[src/hdl/dkc_pkg.sv]
// ----------------------------------------------------------------------------
// dkc_pkg
// Types, constants and helpers shared by the dictionary key comparator.
// ----------------------------------------------------------------------------
package dkc_pkg;

	localparam int BYTE_W   = 8;
	localparam int MODE_W   = 4;
	localparam int RES_W    = 17;
	localparam int APB_AW   = 3;
	localparam int APB_DW   = 32;
	localparam int REG_IDX_W = 1;

	localparam logic [REG_IDX_W-1:0] REG_MATCH_MODE = 1'd0;

	localparam logic [MODE_W-1:0] MODE_WORD              = 4'd0;
	localparam logic [MODE_W-1:0] MODE_PREFIX            = 4'd1;
	localparam logic [MODE_W-1:0] MODE_EXACT_JIS         = 4'd2;
	localparam logic [MODE_W-1:0] MODE_EXACT_PREFIX_JIS  = 4'd3;
	localparam logic [MODE_W-1:0] MODE_EXACT_LATIN       = 4'd4;
	localparam logic [MODE_W-1:0] MODE_EXACT_PREFIX_LAT  = 4'd5;
	localparam logic [MODE_W-1:0] MODE_KANA_GROUP        = 4'd6;
	localparam logic [MODE_W-1:0] MODE_KANA_SINGLE       = 4'd7;
	localparam logic [MODE_W-1:0] MODE_EXACT_KANA_GROUP  = 4'd8;
	localparam logic [MODE_W-1:0] MODE_EXACT_KANA_SINGLE = 4'd9;

	localparam logic [BYTE_W-1:0] ROW_HIRAGANA = 8'h24;
	localparam logic [BYTE_W-1:0] ROW_KATAKANA = 8'h25;
	localparam logic [BYTE_W-1:0] CHAR_SPACE   = 8'h20;
	localparam logic [BYTE_W-1:0] CHAR_NUL     = 8'h00;

	typedef struct packed {
		logic [MODE_W-1:0] mode;
		logic              restart;
	} cfg_t;

	function automatic logic is_kana_row(input logic [BYTE_W-1:0] b);
		return (b == ROW_HIRAGANA) || (b == ROW_KATAKANA);
	endfunction

endpackage

[src/hdl/dkc_cfg.sv]
// ----------------------------------------------------------------------------
// dkc_cfg
// APB register file holding the match mode; a write to it restarts the comparison.
// ----------------------------------------------------------------------------
module dkc_cfg (
	input  logic                        clk,
	input  logic                        arst_n,
	input  logic                        psel,
	input  logic                        penable,
	input  logic                        pwrite,
	input  logic [dkc_pkg::APB_AW-1:0]  paddr,
	input  logic [dkc_pkg::APB_DW-1:0]  pwdata,
	output logic [dkc_pkg::APB_DW-1:0]  prdata,
	output logic                        pready,
	output dkc_pkg::cfg_t               cfg
);
	import dkc_pkg::*;

	logic [MODE_W-1:0]    mode_q;
	logic [REG_IDX_W-1:0] reg_idx;
	logic                 wr_en;

	assign reg_idx = paddr[APB_AW-1 -: REG_IDX_W];
	assign wr_en   = psel && penable && pwrite && (reg_idx == REG_MATCH_MODE);
	assign pready  = 1'b1;

	always_ff @(posedge clk or negedge arst_n) begin
		if (!arst_n) begin
			mode_q <= MODE_WORD;
		end else if (wr_en) begin
			mode_q <= pwdata[MODE_W-1:0];
		end
	end

	always_comb begin
		prdata = '0;
		if (reg_idx == REG_MATCH_MODE) begin
			prdata = {{(APB_DW-MODE_W){1'b0}}, mode_q};
		end
	end

	assign cfg.mode    = mode_q;
	assign cfg.restart = wr_en;

endmodule

[src/hdl/dkc_core.sv]
// ----------------------------------------------------------------------------
// dkc_core
// Comparison state and per-beat decision logic: byte, tail and kana pairs.
// ----------------------------------------------------------------------------
module dkc_core #(
	parameter int MAX_LENGTH = 4095
) (
	input  logic                          clk,
	input  logic                          arst_n,
	input  dkc_pkg::cfg_t                 cfg,
	input  logic                          step,
	input  logic [dkc_pkg::BYTE_W-1:0]    word_byte,
	input  logic [dkc_pkg::BYTE_W-1:0]    pattern_byte,
	input  logic                          at_end,
	output logic [dkc_pkg::RES_W-1:0]     result
);
	import dkc_pkg::*;

	localparam int PW = $clog2(MAX_LENGTH + 1);
	localparam logic [PW-1:0] POS_MAX = PW'(MAX_LENGTH);

	logic [PW-1:0]     pos_q, pos_d;
	logic              decided_q, decided_d;
	logic [RES_W-1:0]  dval_q, dval_d;
	logic              tail_q, tail_d;
	logic [PW-1:0]     tstop_q, tstop_d;
	logic              pend_q, pend_d;
	logic [BYTE_W-1:0] hw_q, hw_d;
	logic [BYTE_W-1:0] hp_q, hp_d;

	logic [MODE_W-1:0] mode;
	logic              kana_mode, single, exact_kana, latin, exact_byte, prefix_mode;
	logic              skip;
	logic [RES_W-1:0]  w_x, p_x, hw_x, hp_x, wf, pf;

	assign mode        = (cfg.mode > MODE_EXACT_KANA_SINGLE) ? MODE_WORD : cfg.mode;
	assign kana_mode   = (mode >= MODE_KANA_GROUP);
	assign single      = (mode == MODE_KANA_SINGLE) || (mode == MODE_EXACT_KANA_SINGLE);
	assign exact_kana  = (mode >= MODE_EXACT_KANA_GROUP);
	assign latin       = (mode >= MODE_EXACT_LATIN);
	assign exact_byte  = (mode >= MODE_EXACT_JIS);
	assign prefix_mode = (mode == MODE_PREFIX) || (mode == MODE_EXACT_PREFIX_JIS) ||
	                     (mode == MODE_EXACT_PREFIX_LAT);

	assign skip = (pattern_byte == CHAR_NUL) || (latin && (pattern_byte == CHAR_SPACE));
	assign w_x  = RES_W'(word_byte);
	assign p_x  = RES_W'(pattern_byte);
	assign hw_x = RES_W'(hw_q);
	assign hp_x = RES_W'(hp_q);
	assign wf   = RES_W'({hw_q, word_byte});
	assign pf   = RES_W'({hp_q, pattern_byte});

	// closing result
	always_comb begin
		if (tail_q) begin
			result = RES_W'(tstop_q) - RES_W'(pos_q);
		end else if (decided_q) begin
			result = dval_q;
		end else if (pend_q) begin
			result = hw_x - hp_x;
		end else if (prefix_mode) begin
			result = '0;
		end else begin
			result = w_x;
		end
	end

	always_comb begin
		pos_d     = pos_q;
		decided_d = decided_q;
		dval_d    = dval_q;
		tail_d    = tail_q;
		tstop_d   = tstop_q;
		pend_d    = pend_q;
		hw_d      = hw_q;
		hp_d      = hp_q;
		if (at_end) begin
			pos_d     = '0;
			decided_d = 1'b0;
			dval_d    = '0;
			tail_d    = 1'b0;
			tstop_d   = '0;
			pend_d    = 1'b0;
			hw_d      = '0;
			hp_d      = '0;
		end else if (pos_q < POS_MAX) begin
			pos_d = pos_q + PW'(1);
			if (!decided_q) begin
				if (kana_mode) begin
					if (!pend_q) begin
						if (word_byte == CHAR_NUL) begin
							decided_d = 1'b1;
							dval_d    = exact_kana ? (RES_W'(0) - p_x) : '0;
						end else begin
							hw_d   = word_byte;
							hp_d   = pattern_byte;
							pend_d = 1'b1;
						end
					end else begin
						pend_d = 1'b0;
						if (word_byte == CHAR_NUL) begin
							decided_d = 1'b1;
							dval_d    = hw_x - hp_x;
						end else if (is_kana_row(hw_q) && is_kana_row(hp_q)) begin
							if (word_byte != pattern_byte) begin
								decided_d = 1'b1;
								dval_d    = single ? (w_x - p_x) : (wf - pf);
							end
						end else if ((hw_q != hp_q) || (word_byte != pattern_byte)) begin
							decided_d = 1'b1;
							dval_d    = wf - pf;
						end
					end
				end else if (tail_q || (exact_byte && (word_byte == CHAR_NUL))) begin
					// pattern tail scan
					tail_d = 1'b1;
					if (skip) begin
						tstop_d = pos_q + PW'(1);
					end else begin
						decided_d = 1'b1;
						if (!tail_q) begin
							tstop_d = pos_q;
						end
					end
				end else if (word_byte == CHAR_NUL) begin
					decided_d = 1'b1;
					dval_d    = '0;
				end else if (word_byte != pattern_byte) begin
					decided_d = 1'b1;
					dval_d    = w_x - p_x;
				end
			end
		end
	end

	always_ff @(posedge clk or negedge arst_n) begin
		if (!arst_n) begin
			pos_q     <= '0;
			decided_q <= 1'b0;
			dval_q    <= '0;
			tail_q    <= 1'b0;
			tstop_q   <= '0;
			pend_q    <= 1'b0;
			hw_q      <= '0;
			hp_q      <= '0;
		end else if (cfg.restart) begin
			pos_q     <= '0;
			decided_q <= 1'b0;
			dval_q    <= '0;
			tail_q    <= 1'b0;
			tstop_q   <= '0;
			pend_q    <= 1'b0;
			hw_q      <= '0;
			hp_q      <= '0;
		end else if (step) begin
			pos_q     <= pos_d;
			decided_q <= decided_d;
			dval_q    <= dval_d;
			tail_q    <= tail_d;
			tstop_q   <= tstop_d;
			pend_q    <= pend_d;
			hw_q      <= hw_d;
			hp_q      <= hp_d;
		end
	end

endmodule

[src/hdl/dictionary_key_comparator_top.sv]
// ----------------------------------------------------------------------------
// dictionary_key_comparator_top
// Bounded byte-wise or kana-pair comparison of a search word with a pattern.
// Result path: a closing beat passes the input stage register, then its result
// is registered in the output register. Throughput: one beat per cycle, as the
// compare core updates its state on every step; only an unaccepted result held in the output register stalls.
// Reset: mode returns to word compare and all comparison state clears.
// ----------------------------------------------------------------------------
module dictionary_key_comparator_top #(
	parameter int MAX_LENGTH = 4095
) (
	input  logic                               clk,
	input  logic                               arst_n,
	input  logic                               psel,
	input  logic                               penable,
	input  logic                               pwrite,
	input  logic [dkc_pkg::APB_AW-1:0]         paddr,
	input  logic [dkc_pkg::APB_DW-1:0]         pwdata,
	output logic [dkc_pkg::APB_DW-1:0]         prdata,
	output logic                               pready,
	input  logic                               in_valid,
	output logic                               in_ready,
	input  logic [dkc_pkg::BYTE_W-1:0]         word_byte,
	input  logic [dkc_pkg::BYTE_W-1:0]         pattern_byte,
	input  logic                               at_end,
	output logic                               out_valid,
	input  logic                               out_ready,
	output logic signed [dkc_pkg::RES_W-1:0]   compare_result
);
	import dkc_pkg::*;

	cfg_t              cfg;
	logic              valid_s1;
	logic [BYTE_W-1:0] word_s1, pattern_s1;
	logic              end_s1;
	logic              advance;
	logic [RES_W-1:0]  result;
	logic              out_valid_q;
	logic [RES_W-1:0]  result_q;

	dkc_cfg u_cfg (
		.clk     (clk),
		.arst_n  (arst_n),
		.psel    (psel),
		.penable (penable),
		.pwrite  (pwrite),
		.paddr   (paddr),
		.pwdata  (pwdata),
		.prdata  (prdata),
		.pready  (pready),
		.cfg     (cfg)
	);

	// a closing beat waits only while the result register holds an unaccepted result
	assign advance  = valid_s1 && (!end_s1 || !out_valid_q || out_ready);
	assign in_ready = !valid_s1 || advance;

	always_ff @(posedge clk or negedge arst_n) begin
		if (!arst_n) begin
			valid_s1 <= 1'b0;
		end else if (in_ready) begin
			valid_s1 <= in_valid;
		end
	end

	always_ff @(posedge clk) begin
		if (in_ready && in_valid) begin
			word_s1    <= word_byte;
			pattern_s1 <= pattern_byte;
			end_s1     <= at_end;
		end
	end

	dkc_core #(
		.MAX_LENGTH (MAX_LENGTH)
	) u_core (
		.clk          (clk),
		.arst_n       (arst_n),
		.cfg          (cfg),
		.step         (advance),
		.word_byte    (word_s1),
		.pattern_byte (pattern_s1),
		.at_end       (end_s1),
		.result       (result)
	);

	always_ff @(posedge clk or negedge arst_n) begin
		if (!arst_n) begin
			out_valid_q <= 1'b0;
		end else if (advance && end_s1) begin
			out_valid_q <= 1'b1;
		end else if (out_ready) begin
			out_valid_q <= 1'b0;
		end
	end

	always_ff @(posedge clk) begin
		if (advance && end_s1) begin
			result_q <= result;
		end
	end

	assign out_valid      = out_valid_q;
	assign compare_result = $signed(result_q);

endmodule

[config.mk]
export PLATFORM = sky130hd
export DESIGN_NAME = dictionary_key_comparator_top
export DESIGN_NICKNAME = d
export VERILOG_FILES = /design/src/hdl/dkc_pkg.sv /design/src/hdl/dkc_cfg.sv /design/src/hdl/dkc_core.sv /design/src/hdl/dictionary_key_comparator_top.sv
export SDC_FILE = /design/constraint.sdc
export NUM_CORES = 1
export LEC_CHECK = 0
export ABC_AREA = 0
export BUFFER_PORTS_ARGS = -buffer_cell sky130_fd_sc_hd__buf_2
export CAP_MARGIN = 40
export CORE_MARGIN = 2
export CORE_UTILIZATION = 45
export CTS_BUF_LIST = sky130_fd_sc_hd__clkbuf_2
export DETAILED_ROUTE_END_ITERATION = 8
export PLACE_DENSITY = 0.66
export SYNTH_ARGS = -nofsm -noshare
export SYNTH_HDL_FRONTEND = slang
export SYNTH_HIERARCHICAL = 1
export SYNTH_SLANG_ARGS = --single-unit
[constraint.sdc]
create_clock -name clk -period 3.5 [get_ports clk]
set_input_delay 0 -clock clk [delete_from_list [all_inputs] [get_ports clk]]
set_output_delay 0 -clock clk [all_outputs]
set_load 0.1 [all_outputs]
==> results.cfg, run 1 <==
[worst_setup_path]
crit_chain = nor4_1 > a211oi_1 > o21ai_2 > o2bb2ai_1 > nand3_1 > or4_1 > o211ai_1
required_ns = 4.03
critPathArrivalTime_ns = 3.54
slowest_delay_ns = 0.76
worst_path_max_delay_cell = nor4_1
cp-start-kind = flip-flop
rrSetupSlack_ns = 0.49
crit_path_max_fanout = 4
path_class = flip-flop to flip-flop
cp-end-kind = flip-flop

[finish]
stdcell_area_um2 = 7640
final_common_cell = nand2_1
layout-drive-gt1-share_pct = 15.18
syn2layout_area_growth_pct = 11.63
finalNetCount = 906
utilization_pct = 50.82
final_cell_mix = 73 x nand2_1, 66 x dfrtp_1, 53 x nor2_1
nFillCells = 1390

[yosys]
avgSynthCellArea_um2 = 9.363
synth_area_um2 = 6844
ys_seq_area_share_pct = 39.05
yosysWarnings = 6
ys_types = 77
synth_cells = 731
synth_edf_count = 34
ys_seq_elements = 100
synth-async-reset-ratio_pct = 66.00
synthFlopType = dfrtp_1

[timing]
fmax_ghz = 0.3320
fin_crit_sh_pct = 86.07
hold_violations = 0
rsz0062_at_grt = no
setup_viol = 0
whs_ns = 0.09912
fin_crit_ns = 3.012
finClkSkew_ns = 0.03367
drv_slew = 0
tightest_slew_ns = 0.8600
fin_tns_setup_ns = 0
maxSlewHeadroom_pct = 42.14

[route]
drc = 0
vias = 5810
drt_iter0_drc = 528
postRouteAntennaNets = 0
drt_pre_antenna_iters = 5
totalWireLength_um = 17350
wl_per_cell_um = 17.25
vias_per_cell = 5.775

[global_routing]
first_global_vias = 5581
groute.usage.overall_pct = 22.15
overflow = 0
grt_max_degree = 32
antenna_found_initial = 1
grt_pass1_wl_um = 28280

[clock_network]
cts.sinks = 100
clock_path_buffers = 2
ctsResizeCount = 0
insertion_delay_ns = 0.61
cts-root-buf = clkbuf_2
cts-htree-levels = 3
cts_tree = done
post_cts.repair.setup_buffers = 0
cts-buffers-inserted = 9
clk_pin_slew_ns = 0.28

[placement]
placed_cell_area_um2 = 7216
detailed_place_hpwl_um = 13030
io_buffers = 51
gp_congestion = 0.9256

[floorplan]
start_util_pct = 45.53
dieArea_um2 = 16210
io_pins = 111
rows = 45
die_w_um = 127.3
coreArea_um2 = 15030
die_h_um = 127.3

[pwr]
clkPwrFrac_pct = 13.3
vdd_ir_drop_max_uv = 254.8
p_int_mw = 2.325
power.switching_mw = 1.953
seqPwrFrac_pct = 36.6
p_leak_nw = 3.248
power.total_mw = 4.277
switching_share_pct = 45.65
combPwrFrac_pct = 50.1
p_per_area_nw_per_um2 = 559.9

[flow_run]
maxCapViolCount = 0

[hold_path]
hold_class = input port to flip-flop

[outcome]
status = finished, final reports clean
routing by layer:
metal | GRT usage, % | share of wire [%]
met4 | 6.529 | 1.4
met5 | 0 | 0
met1 | 31.26 | 46
met2 | 35.55 | 47
met3 | 3.266 | 5.8
power by group through the flow:
stage	clock (mW)	sequential (mW)	combinational (mW)
after floorplan	0	1.72	1.50
after global placement	0	1.58	2.04
after detailed placement	0	1.59	2.07
after CTS	0.582	1.57	2.13
after global routing	0.629	1.59	2.34
final	0.568	1.57	2.14
worst max-delay path, delay by kind of cell (launching register included):
family | cells | cell delay, ns
flip-flops | 1 | 0.59
AO/OA/AOI/OAI | 4 | 0.83
AND/OR/NAND/NOR | 3 | 1.53
cell type report:
class	instances	area, µm²	area share [%]
Timing Repair Buffer	98	705.7	9.237
Sequential cell	100	2673	34.98
Multi-Input combinational cell	562	3759	49.20
Tap cell	188	235.2	3.079
Antenna cell	1	2.502	0.03275
Clock inverter	7	66.31	0.8680
Clock buffer	9	45.04	0.5896
Inverter	41	153.9	2.014
registers in the layout, summed over array words and instances (netlist names):
name,count
u_core/tail_q,1
u_core/pos_q,12
u_core/pend_q,1
valid_s1,1
u_core/decided_q,1
word_s1,8
out_valid,1
compare_result,17
u_cfg/mode_q,4
u_core/hw_q,8
u_core/hp_q,8
u_core/tstop_q,12
pattern_s1,8
u_core/dval_q,17
end_s1,1
cells in the mapped netlist, drive strengths merged, types with 10 or more instances:
master / count / area share, %
a21oi: 46 / 3.4
a22o: 20 / 2.6
buf: 38 / 4.3
clkbuf: 17 / 0.93
dfrtp: 66 / 24
edfxtp: 34 / 15
ha: 32 / 5.9
inv: 41 / 2.2
nand2: 73 / 4.0
nand2b: 10 / 0.91
nand3: 14 / 1.1
nor2: 54 / 3.0
nor2b: 11 / 1.0
nor3: 14 / 1.0
o211ai: 16 / 1.8
o21ai: 45 / 3.4
o31ai: 20 / 2.8
xnor2: 31 / 4.0
metrics by stage:
| step | instances | setup WS [ns] |
|---|---|---|
| 6_report | 1006 | 0.4875 |
| 5_1_grt | 1006 | 0.2879 |
| 4_1_cts | 1005 | 0.5627 |
| 3_5_place_dp | 958 | 0.5954 |
| 3_3_place_gp | 956 | 0.6125 |
| 2_1_floorplan | 758 | 0.7577 |
timing repair:
| item | in CTS | in global routing |
|---|---|---|
| endpoints found under the setup margin | 0 | 0 |
| hold buffers | 31 | 0 |
| endpoints found under the hold margin | 106 | 0 |
final timing paths:
check                                      start                 to  cells after the start
worst max-delay path                  word_s1[6]  u_core/dval_q[15]                      7
worst min-delay path                     penable      u_core/tail_q                      6
worst max register to register        word_s1[6]  u_core/dval_q[15]                      7
worst min register to register  u_core/dval_q[1]   u_core/dval_q[1]                      2
max in group asynchronous                 arst_n     u_core/hw_q[3]                      4
min in group asynchronous                 arst_n      u_core/pend_q                      4
cells by family (layout without fill, tap and decap cells):
logic type,after synthesis,after routing,synth area share (%)
mux,10,10,1.554
simple gates,238,238,18.19
xor+xnor,37,37,4.735
fa+ha+maj,35,35,6.728
compound gates,213,213,22.12
flops,100,100,39.05
other cells,2,30,0.1097
buf+inv,96,155,7.514
(Power assumes the default switching activity.)
==> inputs of run 2 (changes only) <==
- CTS_CLUSTER_DIAMETER: unset -> 80
- GPL_TIMING_DRIVEN: unset -> 0
==> run 2 against run 1 <==
Clock power increased by 6.2%. Power grew 1.9%. Register-to-register slack lost 0.17 ns. Utilization grew 1.8 points. Final area rose by 3.5%. Clock skew is 0.033 ns higher. Combinational power increased by 3%. Sequential power about the same. First-iteration DRC count up 6.4%. Critical path type unchanged. Largest cell class unchanged.
==> results.cfg, run 2 (synthesis gave the netlist of run 1 again) <==
[worst_setup_path]
cpLargestDelayFamily = compound AO/OA/AOI/OAI gates
crit_path_max_fanout = 8
slowest_delay_ns = 0.60
path_class = flip-flop to flip-flop
required_ns = 4.02
cp-end-kind = flip-flop
worst_path_max_delay_cell = a211oi_1
critPathArrivalTime_ns = 3.70
cp-start-kind = flip-flop
crit_chain = clkbuf_1 > inv_1 > ha_1 > nand4_1 > a211oi_1 > o21ai_2 > o2bb2ai_1 > a31oi_4 > nand4b_1 > o211ai_1
path_buf_inv = 2

[route]
drc = 0
drt_iter0_drc = 562
totalWireLength_um = 17740
vias = 5946
wl_per_cell_um = 16.96
postRouteAntennaNets = 0
vias_per_cell = 5.685
drt_pre_antenna_iters = 5

[pwr]
p_leak_nw = 3.405
clkPwrFrac_pct = 13.8
combPwrFrac_pct = 50.5
seqPwrFrac_pct = 35.7
p_per_area_nw_per_um2 = 551.6
vdd_ir_drop_max_uv = 273.0
power.switching_mw = 2.006
switching_share_pct = 45.99
p_int_mw = 2.355

[placement]
dp_slack_ns = 0.3727
gp_congestion = 0.9290
io_buffers = 51
detailed_place_hpwl_um = 13290
dp.cells = 999
placed_cell_area_um2 = 7483

[clock_network]
cts-root-buf = clkbuf_2
cts-htree-levels = 3
clk_pin_slew_ns = 0.26
ctsResizeCount = 0
cts_tree = done
cts-buffers-inserted = 9
clock_path_buffers = 2
cts.sinks = 100
insertion_delay_ns = 0.67

[global_routing]
groute.usage.overall_pct = 22.58
grt_most_used_layer = met1
grt.met2_usage_pct = 33.31
antenna_found_initial = 1
grt_pass1_wl_um = 28660
grt_max_degree = 55
met1_usage_pct = 34.21
use_met3_pct = 3.099
overflow = 0
first_global_vias = 5409

[floorplan]
rows = 45
die_w_um = 127.3
dieArea_um2 = 16210
coreArea_um2 = 15030
die_h_um = 127.3
start_util_pct = 45.53
io_pins = 111

[timing]
fin_crit_ns = 3.184
tightest_slew_ns = 0.8434
fmax_ghz = 0.3141
hold_violations = 0
setup_viol = 0
maxSlewHeadroom_pct = 43.63
worst_slack_ns = 0.3159
fin_tns_setup_ns = 0
drv_slew = 0
fin_crit_sh_pct = 90.97
finClkSkew_ns = 0.06654
rsz0062_at_grt = no

[hold_path]
hold_class = input port to flip-flop

[finish]
nFillCells = 1417
syn2layout_area_growth_pct = 15.50
final_cell_mix = 73 x nand2_1, 66 x dfrtp_1, 53 x buf_2
layout-drive-gt1-share_pct = 17.74
utilization_pct = 52.58
finalNetCount = 946
stdcell_area_um2 = 7905
final_common_cell = nand2_1
final_cells = 1046

[flow_run]
maxCapViolCount = 0

[outcome]
status = finished, final reports clean
## run 2: cell count changes in the layout (fill, tap and decap cells not counted), moves of 2 or more
cell      delta
clkinv_1     -3
inv_6        +2
buf_2        +2
buf_4       +17
buf_6        +5
clkbuf_1    +17
## run 2: worst paths after layout
kind | start | to | slack (ns) | cells after the start
setup / recovery | pattern_s1[5] | u_core/dval_q[12] | 0.32 | 10
hold / removal | word_byte[7] | word_s1[7] | 0.05 | 2
setup reg to reg | pattern_s1[5] | u_core/dval_q[12] | 0.32 | 10
hold reg to reg | u_core/dval_q[1] | u_core/dval_q[1] | 0.52 | 2
max in group asynchronous | arst_n | u_core/dval_q[13] | 2.33 | 4
min in group asynchronous | arst_n | u_core/hw_q[3] | 0.39 | 3
## run 2: metrics by stage
| stage | total power, mW | hold slack, ns |
|---|---|---|
| 2_1_floorplan | 3.213 | -0.2956 |
| 3_3_place_gp | 3.695 | 0.1768 |
| 3_5_place_dp | 3.700 | -0.1345 |
| 4_1_cts | 4.348 | 0.009023 |
| 5_1_grt | 4.634 | 0.004846 |
| 6_report | 4.361 | 0.05202 |
## run 2: power groups by stage
| stage | Clock (mW) | Sequential (mW) | Combinational, mW |
|---|---|---|---|
| floorplan | 0 | 1.72 | 1.50 |
| global placement | 0 | 1.58 | 2.12 |
| detailed placement | 0 | 1.58 | 2.12 |
| CTS | 0.619 | 1.55 | 2.18 |
| global route | 0.658 | 1.58 | 2.40 |
| finish | 0.603 | 1.56 | 2.20 |
## run 2: area by class of cell
type                    instances  area [µm²]  area share (%)
diodes                          1       2.502         0.03166
plain buffers                  55       360.3           4.558
clock buffers                   9       45.04          0.5698
clock inverters                 7       73.82          0.9338
inverters                      41       153.9           1.947
multi-input cells             562        3761           47.58
flip-flops and latches        100        2673           33.81
well taps                     188       235.2           2.976
repair buffers                 83       600.6           7.597
## run 2: routing by layer
metal | part of all wire, % | vias to the layer above
li1 | - | 2845
met1 | 49 | 2839
met2 | 43 | 228
met3 | 6.0 | 34
met4 | 2.2 | 0
met5 | 0 | -
## run 2: repair_timing
item,4_1_cts,5_1_grt
hold endpoints to repair,106,0
hold buffers,30,0
setup buffers,0,0
setup endpoints to repair,0,0
